## config.mk

```make
export PLATFORM = sky130hd
export DESIGN_NAME = cral_ram
export DESIGN_NICKNAME = d
export VERILOG_FILES = /design/src/design/cral_ram.sv
export SDC_FILE = /design/constraint.sdc
export NUM_CORES = 1
export LEC_CHECK = 0
export ABC_AREA = 1
export BUFFER_PORTS_ARGS = -buffer_cell sky130_fd_sc_hd__buf_2
export CAP_MARGIN = 10
export CORE_ASPECT_RATIO = 0.7
export CORE_MARGIN = 3
export CORE_UTILIZATION = 36
export DETAILED_ROUTE_END_ITERATION = 10
export PLACE_DENSITY = 0.53
export SLEW_MARGIN = 5
export SYNTH_ARGS = -nofsm -noshare
export SYNTH_HDL_FRONTEND = slang
export SYNTH_SLANG_ARGS = --single-unit
```

## constraint.sdc

```tcl
create_clock -name aclk -period 4.7 [get_ports aclk]
set_input_delay 0.47 -clock aclk [delete_from_list [all_inputs] [get_ports aclk]]
set_output_delay 0.47 -clock aclk [all_outputs]
set_load 0.1 [all_outputs]
```

## src/design/cral_ram.sv

```systemverilog
// cral_ram: generic single write port, single read port ram with registered read
// no dependencies
`timescale 1ns / 1ps

module cral_ram #(
    parameter int WIDTH = 64,
    parameter int DEPTH = 16
) (
    input  logic                     aclk,
    input  logic                     we,
    input  logic [$clog2(DEPTH)-1:0] waddr,
    input  logic [WIDTH-1:0]         wdata,
    input  logic [$clog2(DEPTH)-1:0] raddr,
    output logic [WIDTH-1:0]         rdata
);

    logic [WIDTH-1:0] mem [DEPTH];
    logic [WIDTH-1:0] rdata_reg;

    always_ff @(posedge aclk) begin
        if (we) begin
            mem[waddr] <= wdata;
        end
        rdata_reg <= mem[raddr];
    end

    assign rdata = rdata_reg;

endmodule

```

# Word level (Yosys, flattened, before mapping)
# Memories as Yosys holds them, arrays and structs flattened. A register that Yosys moved wholly into a read port is not among the register bits.
# Index checks and enable logic that the tools add are counted.
totals:
  ramBits: 1024
  romBits: 0
  latch_bits: 0
  memories: 1
  reg_bits: 0
  output_inout_bits: 64
op_classes:
  n_shift: 0
  n_reduce_logical: 0
  n_div: 0
  addsub: 0
  muxes: 2
  multipliers: 0
  magnitude_cmp: 0
  bitwise: 0
  eq_ne: 0
mem_list:
  columns: ["memory", "depth", "width", "read_ports", "rd_ports_with_merged_regs", "wr", "line_no", "rtl"]
  rows:
  - ["mem", 16, 64, 1, 1, 1, "17", "logic [WIDTH-1:0] mem [DEPTH];"]
op_table:
  columns: ["cell", "n"]
  rows:
  - ["$mux 1", 2]

# Logic depth before layout (Yosys ltp)
logic_depth:
  word_depth: 2
  mapped_depth: 10
  ltp_nobuf: 7

# Least setup slack after synthesis
# No wires, ideal clock.
synth_path:
  path_type: "in2reg"
  start: "input waddr[2]"
  end: "memory mem[10][0], enable pin"
  path_slack_ns: 0.851
  t_arrival_ns: 3.362
  setup_ns: 0.486
  path_stages: 2
  required_time_ns: 4.214
  cell_sequence: "nand3b_1 -> nor2_1"
synth_lines:
  columns: ["element", "line_no", "rtl"]
  rows:
  - ["start, declared", "11", "input logic [$clog2(DEPTH)-1:0] waddr,"]
  - ["end, declared", "17", null]
# No word-level cell before the write port.

# Worst setup path after layout
layout_path:
  start: "register rdata_reg[30], in the netlist rdata[30], read port of mem"
  end: "output rdata[30]"
layout_lines:
  columns: ["element", "line_no", "rtl"]
  rows:
  - ["start, declared", "18", "logic [WIDTH-1:0] rdata_reg;"]
  - ["end, declared", "14", "output logic [WIDTH-1:0] rdata"]
# No word-level cell between the ends.

==> flow_summary.ini <==
[run_status]
status = finished clean

[die]
die_w_um = 430
core_mm2 = 0.124
rows = 108
dieArea_mm2 = 0.130
initial_core_util_pct = 36.4
boundaryPins = 138
die_y_um = 303

[synthesis]
synth_area_leaders = edfxtp_1 68%, nand2_1 11%, nand3_1 8.5%, inv_1 6.4%, dfxtp_1 2.8%
synth.most_common_cell = nand2_1
synth_nets = 4284
synth_seq_area_share_pct = 70.7
synth_ff_type = edfxtp_1
syn-mean-instance-area_um2 = 10.8
synth_edf_count = 1024
synth_cell_types = 15
synth_common_cells = 1349 x nand2_1, 1024 x edfxtp_1, 771 x inv_1, 769 x nand3_1, 116 x buf_2
synth.top_cell.area_share_pct = 67.9
netlist_instances = 4210
ys_ff_latch = 1088
syn_area_mm2 = 0.0453
synth_warnings = 0
async_flop_share_pct = 0
synth_top_area_cell = edfxtp_1

[clock_network]
cts_resized = 0
worstSkewPairLatency_ps = 710
cts_buffers = 104
cts_max_path_buffers = 3
clock_sinks = 1088
htreeDepth = 3
cts_root_buf = clkbuf_16
hold_buffers = 0
clk_pin_slew_ps = 60
cts_tree = yes
post_cts_buffers = 0

[global_route]
grt_max_degree = 194
grt_pass1_vias = 27500
grt_pass1_wl_um = 175000
track_usage_pct = 17.7
antenna_found_initial = 12
overflow = 0

[worst_setup_path]
cpPeakStageDelay_ps = 570
cp.arrival_ps = 1770
slowest_stage = dfxtp_1
crit_chain = buf_2
crit_fanout = 1
reg2reg_to = rdata[58]
rr_startpoint = mem[5][58]
cp.required_ps = 4230
cp.buffers_inverters = 1
cp-end-kind = output port
crit_family = flip-flops
path_class = reg -> out
rrSetupSlack_ps = 3500
start_kind = register
reg2regPathDepth = 6

[timing]
fin_ws_ps = 2460
holdWs_ps = 143
setup_violations = 0
finalHoldViolCount = 0
slew_headroom_pct = 20.2
period_share_pct = 47.6
period_needed_ps = 2240
max_freq_ghz = 0.447
rsz0062_at_grt = false
slew_violations = 0
fin_skew_ps = 28.7
tns_ps = 0
tightest_slew_ps = 1200

[finish]
nFillCells = 11900
postLayoutCellArea_mm2 = 0.0508
drive_gt1_share_pct = 7.97
instances_no_fill = 6034
syn_to_final_growth_pct = 12.2
final_util_pct = 40.8
nets = 4363
largest_reg_flops = 1024

[placed_design]
dp_hpwl_um = 57700
pre_cts_ws_ps = 1880
dp_cells = 5833
dpl_cell_area_mm2 = 0.0475
routabilityCongestion = 0.740
place.port_buffers = 137

[detailed_routing]
vias = 28200
drtIter0Drc = 2458
vias_per_cell = 4.67
antenna_left = 0
drtPass1Iterations = 5
wirelength_um = 115000
routedWlPerCell_um = 19.1
drc = 0

[power_and_ir_drop]
p_leak_nw = 21.3
p_total_mw = 20.8
p_per_area_mw_per_mm2 = 410
ir_worst_vdd_mv = 0.310

[min_path]
min_path_cells = 1
min_from = wdata[10]
hp-class = in -> reg
hold-path-endpoint = mem[3][10]

[job]
maxCapViolations = 0
-- area by class of cell --
cell class                 count  area, µm²  area share (%)
sequential                  1088      32000            63.0
multi-input combinational   2137       9110            17.9
inverter                     774       2950            5.80
clock buffer                 140       2840            5.59
tap                         1650       2060            4.06
timing repair buffer         184       1330            2.62
clock inverter                54        465           0.916
antenna                        7       17.5          0.0345
-- layer usage --
layer	global-route usage [%]	wire length, µm
met1	26.4	56900
met2	26.8	49600
met3	3.36	6390
met4	3.88	2030
met5	0	10
-- how the worst max path moves through the flow --
stage	from	end	slack, ps	cells after the start
after global placement	raddr[1]	rdata[9]	1900	7
after CTS	rdata[30]	rdata[30]	2450	1
after detailed placement	raddr[1]	rdata[8]	1880	7
after global routing	rdata[30]	rdata[30]	2390	1
after floorplan	waddr[2]	mem[10][0]	850	2
final	rdata[30]	rdata[30]	2460	1
-- cell usage in the layout, fill, tap and decap left out, drive strengths merged --
| cell | instances |
|---|---|
| nand2 | 1349 |
| edfxtp | 1024 |
| inv | 776 |
| nand3 | 769 |
| buf | 184 |
| clkbuf | 140 |
| dfxtp | 64 |
| clkinv | 44 |
| nor2 | 17 |
| diode | 7 |
| bufinv | 6 |
| nand3b | 2 |
| clkinvlp | 2 |
-- worst reg2reg max path: stages, from the launching register on --
cell      delay, ps
edfxtp_1        370
inv_1            60
nand2_1          40
nand3_1         110
nand3_1         190
nand3_1         170
nand2_1         140
-- where the power goes --
| part | total (mW) | internal (mW) | switching, mW |
|---|---|---|---|
| sequential | 10.9 | 10.8 | 0.0800 |
| combinational | 1.67 | 0.334 | 1.34 |
| clock | 8.25 | 4.58 | 3.67 |
| total | 20.8 | 15.8 | 5.09 |
-- cells by family (layout without fill, tap and decap cells) --
group         after synthesis  count (layout)  synth area share [%]
flops                    1088            1088                  70.7
buf+inv                   985            1152                  9.42
simple gates             2137            2137                  19.9
other cells                 0               7                     0
(Power assumes the default switching activity.)
