### config.mk
export PLATFORM = sky130hd
export DESIGN_NAME = cral_div
export DESIGN_NICKNAME = d
export VERILOG_FILES = /design/src/design/cral_pkg.sv /design/src/design/cral_div.sv
export SDC_FILE = /design/constraint.sdc
export NUM_CORES = 1
export LEC_CHECK = 0
export BUFFER_PORTS_ARGS = -buffer_cell sky130_fd_sc_hd__buf_2
export CAP_MARGIN = 5
export CELL_PAD_IN_SITES_DETAIL_PLACEMENT = 1
export CELL_PAD_IN_SITES_GLOBAL_PLACEMENT = 1
export CORE_MARGIN = 5
export CORE_UTILIZATION = 46
export CTS_CLUSTER_DIAMETER = 30
export DETAILED_ROUTE_END_ITERATION = 8
export PLACE_DENSITY_LB_ADDON = 0.08
export SYNTH_ARGS = -nofsm -noshare
export SYNTH_HDL_FRONTEND = slang
export SYNTH_SLANG_ARGS = --single-unit
### constraint.sdc
create_clock -name aclk -period 4.8 [get_ports aclk]
set_input_delay 0.96 -clock aclk [delete_from_list [all_inputs] [get_ports aclk]]
set_output_delay 0.96 -clock aclk [all_outputs]
set_load 0.1 [all_outputs]
### src/design/cral_pkg.sv
// cral_pkg: shared types, command and status codes, saturation helpers
// for the complex register list alu; no dependencies
`timescale 1ns / 1ps

package cral_pkg;

    localparam logic [2:0] CMD_APPEND = 3'd0;
    localparam logic [2:0] CMD_ADD    = 3'd1;
    localparam logic [2:0] CMD_SUB    = 3'd2;
    localparam logic [2:0] CMD_MUL    = 3'd3;
    localparam logic [2:0] CMD_DIV    = 3'd4;
    localparam logic [2:0] CMD_DELETE = 3'd5;

    localparam logic [2:0] STAT_OK   = 3'd0;
    localparam logic [2:0] STAT_FULL = 3'd1;
    localparam logic [2:0] STAT_FEW  = 3'd2;
    localparam logic [2:0] STAT_POS  = 3'd3;
    localparam logic [2:0] STAT_DIV0 = 3'd4;

    // quotient bits produced by the long divider
    localparam int DIV_STEPS = 48;

    localparam logic signed [31:0] Q_MAX = 32'sh7FFF_FFFF;
    localparam logic signed [31:0] Q_MIN = 32'sh8000_0000;

    typedef struct packed {
        logic [2:0]         cmd;
        logic signed [31:0] real_in;
        logic signed [31:0] imag_in;
        logic [4:0]         first_pos;
        logic [4:0]         second_pos;
    } in_t;

    typedef struct packed {
        logic signed [31:0] result_real;
        logic signed [31:0] result_imag;
        logic [2:0]         status;
        logic [4:0]         entry_count;
    } out_t;

    // apply a sign to a magnitude and clamp to the signed 32-bit range
    function automatic logic signed [31:0] sat_mag(input logic neg, input logic [64:0] mag);
        logic signed [31:0] r;
        if (neg) begin
            if (mag >= 65'h0_8000_0000) r = Q_MIN;
            else                        r = -$signed(mag[31:0]);
        end else begin
            if (mag > 65'h0_7FFF_FFFF) r = Q_MAX;
            else                       r = $signed(mag[31:0]);
        end
        return r;
    endfunction

    // clamp a signed 65-bit value to the signed 32-bit range
    function automatic logic signed [31:0] sat65(input logic signed [64:0] v);
        logic signed [31:0] r;
        if (v > 65'sh0_7FFF_FFFF)       r = Q_MAX;
        else if (v < -65'sh0_8000_0000) r = Q_MIN;
        else                            r = v[31:0];
        return r;
    endfunction

endpackage

### src/design/cral_div.sv
// cral_div: restoring long divider, one quotient bit per cycle, gives
// round(num * 2^16 / den) with sign and saturation; depends on cral_pkg
`timescale 1ns / 1ps

module cral_div (
    input  logic               aclk,
    input  logic               aresetn,
    input  logic               start,
    input  logic [63:0]        num_mag,
    input  logic               num_neg,
    input  logic [63:0]        den,
    output logic               done,
    output logic signed [31:0] quot
);

    logic        busy_reg;
    logic        done_reg;
    logic [5:0]  cnt_reg;
    logic [63:0] rem_reg;
    logic [47:0] shf_reg;
    logic [47:0] quo_reg;
    logic [63:0] den_reg;
    logic        neg_reg;
    logic        sat_reg;

    logic        sat_now;
    logic [64:0] trial;
    logic        ge;
    logic [64:0] diff;
    logic [48:0] rounded;
    logic [64:0] q_mag;

    // integer quotient at or above 2^31 saturates
    assign sat_now = {31'd0, num_mag[63:31]} >= den;
    assign trial   = {rem_reg, shf_reg[47]};
    assign ge      = trial >= {1'b0, den_reg};
    assign diff    = trial - {1'b0, den_reg};
    assign rounded = ({1'b0, quo_reg} + 49'd1) >> 1;
    assign q_mag   = sat_reg ? 65'h0_8000_0000 : {16'd0, rounded};

    always_ff @(posedge aclk) begin
        if (!aresetn) begin
            busy_reg <= 1'b0;
            done_reg <= 1'b0;
            cnt_reg  <= '0;
        end else if (start) begin
            busy_reg <= !sat_now;
            done_reg <= sat_now;
            cnt_reg  <= 6'(cral_pkg::DIV_STEPS);
        end else if (busy_reg) begin
            cnt_reg <= cnt_reg - 6'd1;
            if (cnt_reg == 6'd1) begin
                busy_reg <= 1'b0;
                done_reg <= 1'b1;
            end
        end
    end

    always_ff @(posedge aclk) begin
        if (start) begin
            rem_reg <= {31'd0, num_mag[63:31]};
            shf_reg <= {num_mag[30:0], 17'd0};
            quo_reg <= '0;
            den_reg <= den;
            neg_reg <= num_neg;
            sat_reg <= sat_now;
        end else if (busy_reg) begin
            rem_reg <= ge ? diff[63:0] : trial[63:0];
            quo_reg <= {quo_reg[46:0], ge};
            shf_reg <= {shf_reg[46:0], 1'b0};
        end
    end

    assign done = done_reg;
    assign quot = cral_pkg::sat_mag(neg_reg, q_mag);

endmodule
* Word level (Yosys, flattened, before mapping) *
Cells that the tools add are included.

word-level totals
  bits of input ports = 132
  register bits = 217
  output and inout bits = 33
  logic and storage cells = 43

operators by class
  magnitude comparators = 4
  multiplexer cells = 17
  equality and inequality tests = 1
  bitwise operators = 1
  add/subtract/negate cells = 4
  reduce and logical (&&, ||, !) cells = 5

operators with widths
  kind                   count
  $mux 48                3
  $mux 32                3
  $mux 33                2
  $ge 65x64->1           1
  $ge 33x64->1           1
  $mux 64                1
  $sub 64x64->64         1
  $add 48x1->49 const B  1
  $ge 48x32->1 const B   1
  $gt 48x31->1 const B   1
  $neg 32->32            1
  $mux 6                 2
  $eq 6x1->1 const B     1
  $mux 1                 6
  $sub 6x1->6 const B    1
  $reduce_bool 2->1      2
  $reduce_and 2->1       1
  $reduce_or 2->1        1
  $logic_not 1->1        1
  $not 1->1              1

* Longest topological paths before layout *
  depth in word-level cells = 5
  mapped depth = 15
  depth with buffers taken out = 13

* Worst setup path before layout *
No wires, ideal clock.

  path kind = flip-flop to output port
  start = reg sat_reg
  end = out quot[30]
  path buffers = 3
  slack = -702 ps
  cell stages (with the launch flop) = 16
  arrival time = 4542 ps
  cells stage by stage = edfxtp_1 -> buf_2 -> inv_1 -> buf_4 -> and2_1 -> inv_1 -> ha_1 -> inv_1 -> or3_1 -> or2_0 -> buf_2 -> nor3_2 -> nor4b_4 -> nand3b_1 -> mux2_1 -> o2bb2ai_1

on the way
  cells in the longest elaborated chain, start to end = 4

ends and longest elaborated chain
  item                                        line                            RTL
  start, declared                             cral_div.sv:24                  logic sat_reg;
  start signal, assigned                      cral_div.sv:66                  sat_reg <= sat_now;
  $mux 48 *                                   cral_div.sv:39                  assign q_mag = sat_reg ? 65'h0_8000_0000 : {16'd0, rounded};
  $gt 48x31->1, or another cell as far along  cral_pkg.sv:48                  if (mag > 65'h0_7FFF_FFFF) r = Q_MAX;
  $mux 32 (on tied branches)                  cral_pkg.sv:48, cral_pkg.sv:45
  $mux 32 *                                   cral_pkg.sv:44                  if (neg) begin
  end, declared                               cral_div.sv:13                  output logic signed [31:0] quot

Mark *: on every way between the ends. The rest lies on a longest branch, timed or not.

* Final worst setup path *
  start = reg quo_reg[1]
  end = out quot[27]

on the way
  cells in the longest elaborated chain, start to end = 5

ends and longest elaborated chain
  item                                        line                            RTL
  start, declared                             cral_div.sv:21                  logic [47:0] quo_reg;
  start signal, assigned                      cral_div.sv:69                  quo_reg <= {quo_reg[46:0], ge};
  $add 48x1->49 *                             cral_div.sv:38                  assign rounded = ({1'b0, quo_reg} + 49'd1) >> 1;
  $mux 48 *                                   cral_div.sv:39
  $gt 48x31->1, or another cell as far along  cral_pkg.sv:48
  $mux 32 (on tied branches)                  cral_pkg.sv:48, cral_pkg.sv:45
  $mux 32 *                                   cral_pkg.sv:44

Marks and branches as above.

==> flow_summary.json <==
{
  "startpoint": "quo_reg[1]$_SDFFE_PP0P_",
  "synth_compound_area_share_pct": 19.6,
  "hold_path.class": "reg -> reg",
  "r2r_start": "rem_reg[29]$_DFFE_PP_",
  "synthCells": 1840,
  "dp_hpwl_microns": 34900,
  "gr-total-overflow": 0,
  "hold_viol_final": 0,
  "wirelength_microns": 50300,
  "cts-root-buf": "clkbuf_16",
  "rrSetupSlack_ns": 0.78,
  "die_x_microns": 195,
  "clock_latency_ns": 0.60,
  "min_to": "rem_reg[34]$_SDFFE_PP0P_",
  "ios": 165,
  "final_max_slew_viol_count": 0,
  "p_total_mw": 8.42,
  "fp-row-count": 67,
  "fin_skew_ns": 0.0193,
  "drive_above_1_share_pct": 21.6,
  "relSlewSlack_pct": 36.2,
  "r2r_end": "rem_reg[63]$_SDFFE_PP0P_",
  "cts_tree": "built",
  "r2r_cells": 11,
  "worst_setup_path_end_kind": "primary output",
  "yosys.area_share.simple_pct": 18.9,
  "vias_per_cell": 5.84,
  "antenna_found_initial": 1,
  "syn_area_sq_um": 15800,
  "synth_xor_area_share_pct": 5.06,
  "ys_ff_latch": 217,
  "synth_edf_count": 130,
  "synth_top_family_by_area": "compound AO/OA/AOI/OAI gates",
  "multiInputGateArea_sq_um": 9500,
  "initial_core_util_pct": 46.8,
  "cp.arrival_ns": 3.91,
  "die_h_microns": 195,
  "regArea_sq_um": 5680,
  "synth_fa_ha_area_share_pct": 8.15,
  "final_common_cell": "nor2_1",
  "grt_max_degree": 143,
  "crit_fanout": 4,
  "cts_sinks": 217,
  "muxShareOfSynthArea_pct": 6.55,
  "vdd.ir_drop.worst_mv": 0.339,
  "yosys.cell_types.count": 97,
  "syn_nets": 2074,
  "syn_to_final_growth_pct": 27.1,
  "hp-start": "rem_reg[33]$_SDFFE_PP0P_",
  "fin_nets": 2245,
  "holdPathStages": 2,
  "outcome": "complete, but fails checks",
  "worst_slack_ns": -0.0680,
  "ant_nets": 0,
  "cap_viol_max_count": 0,
  "layout_min_cycle_time_ns": 4.87,
  "max_freq_mhz": 205,
  "rsz0062_at_grt": "true",
  "clk_pin_slew_worst_paths_ns": 0.04,
  "ctsHoldBuffers": 0,
  "violations": "negative setup slack",
  "die_area_sq_um": 38100,
  "gp_congestion": 0.864,
  "drc_errors": 0,
  "core_area_sq_um": 33700,
  "firstDrtPassIters": 5,
  "num-fill-cells": 3912,
  "post-route-util_pct": 59.4,
  "gr-usage-all-layers_pct": 25.5,
  "cp-start-kind": "register",
  "drtIter0Drc": 706,
  "criticalPathCategory": "reg -> out",
  "setup_viol": 2,
  "power_density_nw_per_um2": 420,
  "cts_buffers": 60,
  "cellLeakagePower_nw": 8.43,
  "final_cell_mix": "209 x nor2_1, 162 x nand2_1, 142 x a21oi_1",
  "portBuffers": 164,
  "finalCritPeriodShare_pct": 101,
  "async_flop_share_pct": 0,
  "worst_pin_slew_ns": 0.957,
  "cts.path.max_buffers": 3,
  "vias": 14655,
  "avgSynthCellArea_sq_um": 8.56,
  "yosysWarnings": 0,
  "grt_pass1_vias": 15345,
  "ys_seq_area_share_pct": 35.8,
  "wl_per_cell_microns": 20.0,
  "grt_pass1_wl_microns": 81400,
  "htreeDepth": 2,
  "yosys_most_used_dff": "edfxtp_1",
  "cp_data_required_time_ns": 3.84
}
-- worst max path at each step --
stage / endpoint / slack [ns] / depth (start not counted)
3_3_place_gp: quot[29] / 0.17 / 13
5_1_grt: quot[27] / -0.23 / 12
6_report: quot[27] / -0.07 / 15
4_1_cts: quot[27] / -0.11 / 13
3_5_place_dp: quot[29] / 0.02 / 13
2_1_floorplan: quot[0] / -0.37 / 10
-- routing by layer --
metal	wire length [microns]	GRT usage, %
met1	22900	34.4
met2	23800	42.4
met3	2520	4.60
met4	1080	7.14
met5	0	0
-- critical path, stage by stage, from the launching register on --
cell	delay, ns
dfxtp_4	0.36
ha_4	0.18
nand4_4	0.08
buf_6	0.13
buf_6	0.10
buf_6	0.09
o21a_1	0.14
a41oi_2	0.06
and2_1	0.22
or4b_4	0.57
nor2_4	0.12
or4b_4	0.50
or3_1	0.40
a21oi_2	0.14
nor2_2	0.06
buf_12	0.16
-- Yosys cell counts, drive strengths merged (4+ instances only) --
| master | number | area share, % |
|---|---|---|
| a21oi | 151 | 4.8 |
| nor3 | 39 | 1.3 |
| nor2b | 13 | 0.52 |
| or2 | 6 | 0.24 |
| and4 | 8 | 0.45 |
| xor2 | 46 | 2.6 |
| clkbuf | 90 | 2.1 |
| o22a | 6 | 0.33 |
| nand2 | 165 | 3.9 |
| o31ai | 15 | 0.75 |
| or3 | 19 | 0.76 |
| o21ai | 75 | 2.4 |
| a41oi | 4 | 0.22 |
| nor2 | 212 | 5.1 |
| a311oi | 20 | 1.1 |
| buf | 20 | 0.71 |
| nand2b | 6 | 0.24 |
| ha | 101 | 8.0 |
| a21boi | 7 | 0.33 |
| and3 | 22 | 0.88 |
| o31a | 7 | 0.40 |
| o22ai | 15 | 0.64 |
| nand4 | 32 | 1.3 |
| dfxtp | 87 | 11 |
| xnor2 | 45 | 2.5 |
| o41ai | 4 | 0.22 |
| nor4 | 20 | 0.93 |
| a21o | 40 | 1.9 |
| nand3b | 5 | 0.24 |
| o221ai | 4 | 0.22 |
| mux2 | 41 | 2.9 |
| mux2i | 57 | 3.6 |
| and2 | 12 | 0.48 |
| o21a | 22 | 1.0 |
| inv | 128 | 3.0 |
| a31oi | 34 | 1.3 |
| or4 | 8 | 0.39 |
| o21bai | 11 | 0.52 |
| o211ai | 8 | 0.38 |
| edfxtp | 130 | 25 |
| a211oi | 24 | 1.1 |
| nand3 | 38 | 1.3 |
-- timing repair --
action	in CTS	in global routing
buffers inserted	19	11
setup endpoints to repair	32	32
resized for setup	52	38
pin swaps	12	25
-- report_power, final --
group	internal (mW)	switching (mW)	total [mW]
sequential	2.15	0.0870	2.24
combinational	0.746	1.28	2.02
clock	2.93	1.23	4.15
total	5.82	2.59	8.42
-- stage by stage --
stage | area [sq um] | setup WS [ns] | cells | hold WS, ns | TNS (ns)
global placement | 17300 | 0.166 | 2367 | 0.480 | 0
floorplan | 15800 | -0.372 | 1840 | 0.469 | -2.23
finish | 20000 | -0.0680 | 2509 | 0.498 | -0.0703
CTS | 19800 | -0.112 | 2497 | 0.500 | -0.181
global route | 20000 | -0.226 | 2509 | 0.521 | -0.916
detailed placement | 17300 | 0.0220 | 2367 | 0.494 | 0
-- kinds of logic after synthesis --
group,after synthesis
AOI/OAI and AO/OA,476
xor gates and xnor gates,91
adders and majority gates,102
buffers and inverters,239
DFF,217
muxes,98
and+or+nand+nor,617
-- layout make-up --
cell class                 count  area share (%)
inverter                     129            2.42
clock inverter                39            2.67
timing repair buffer         219            8.34
clock buffer                  72            7.93
multi-input combinational   1384            47.5
sequential                   217            28.4
antenna                        1          0.0125
tap                          448            2.80
Note: power is estimated with default switching activity, not from simulation.
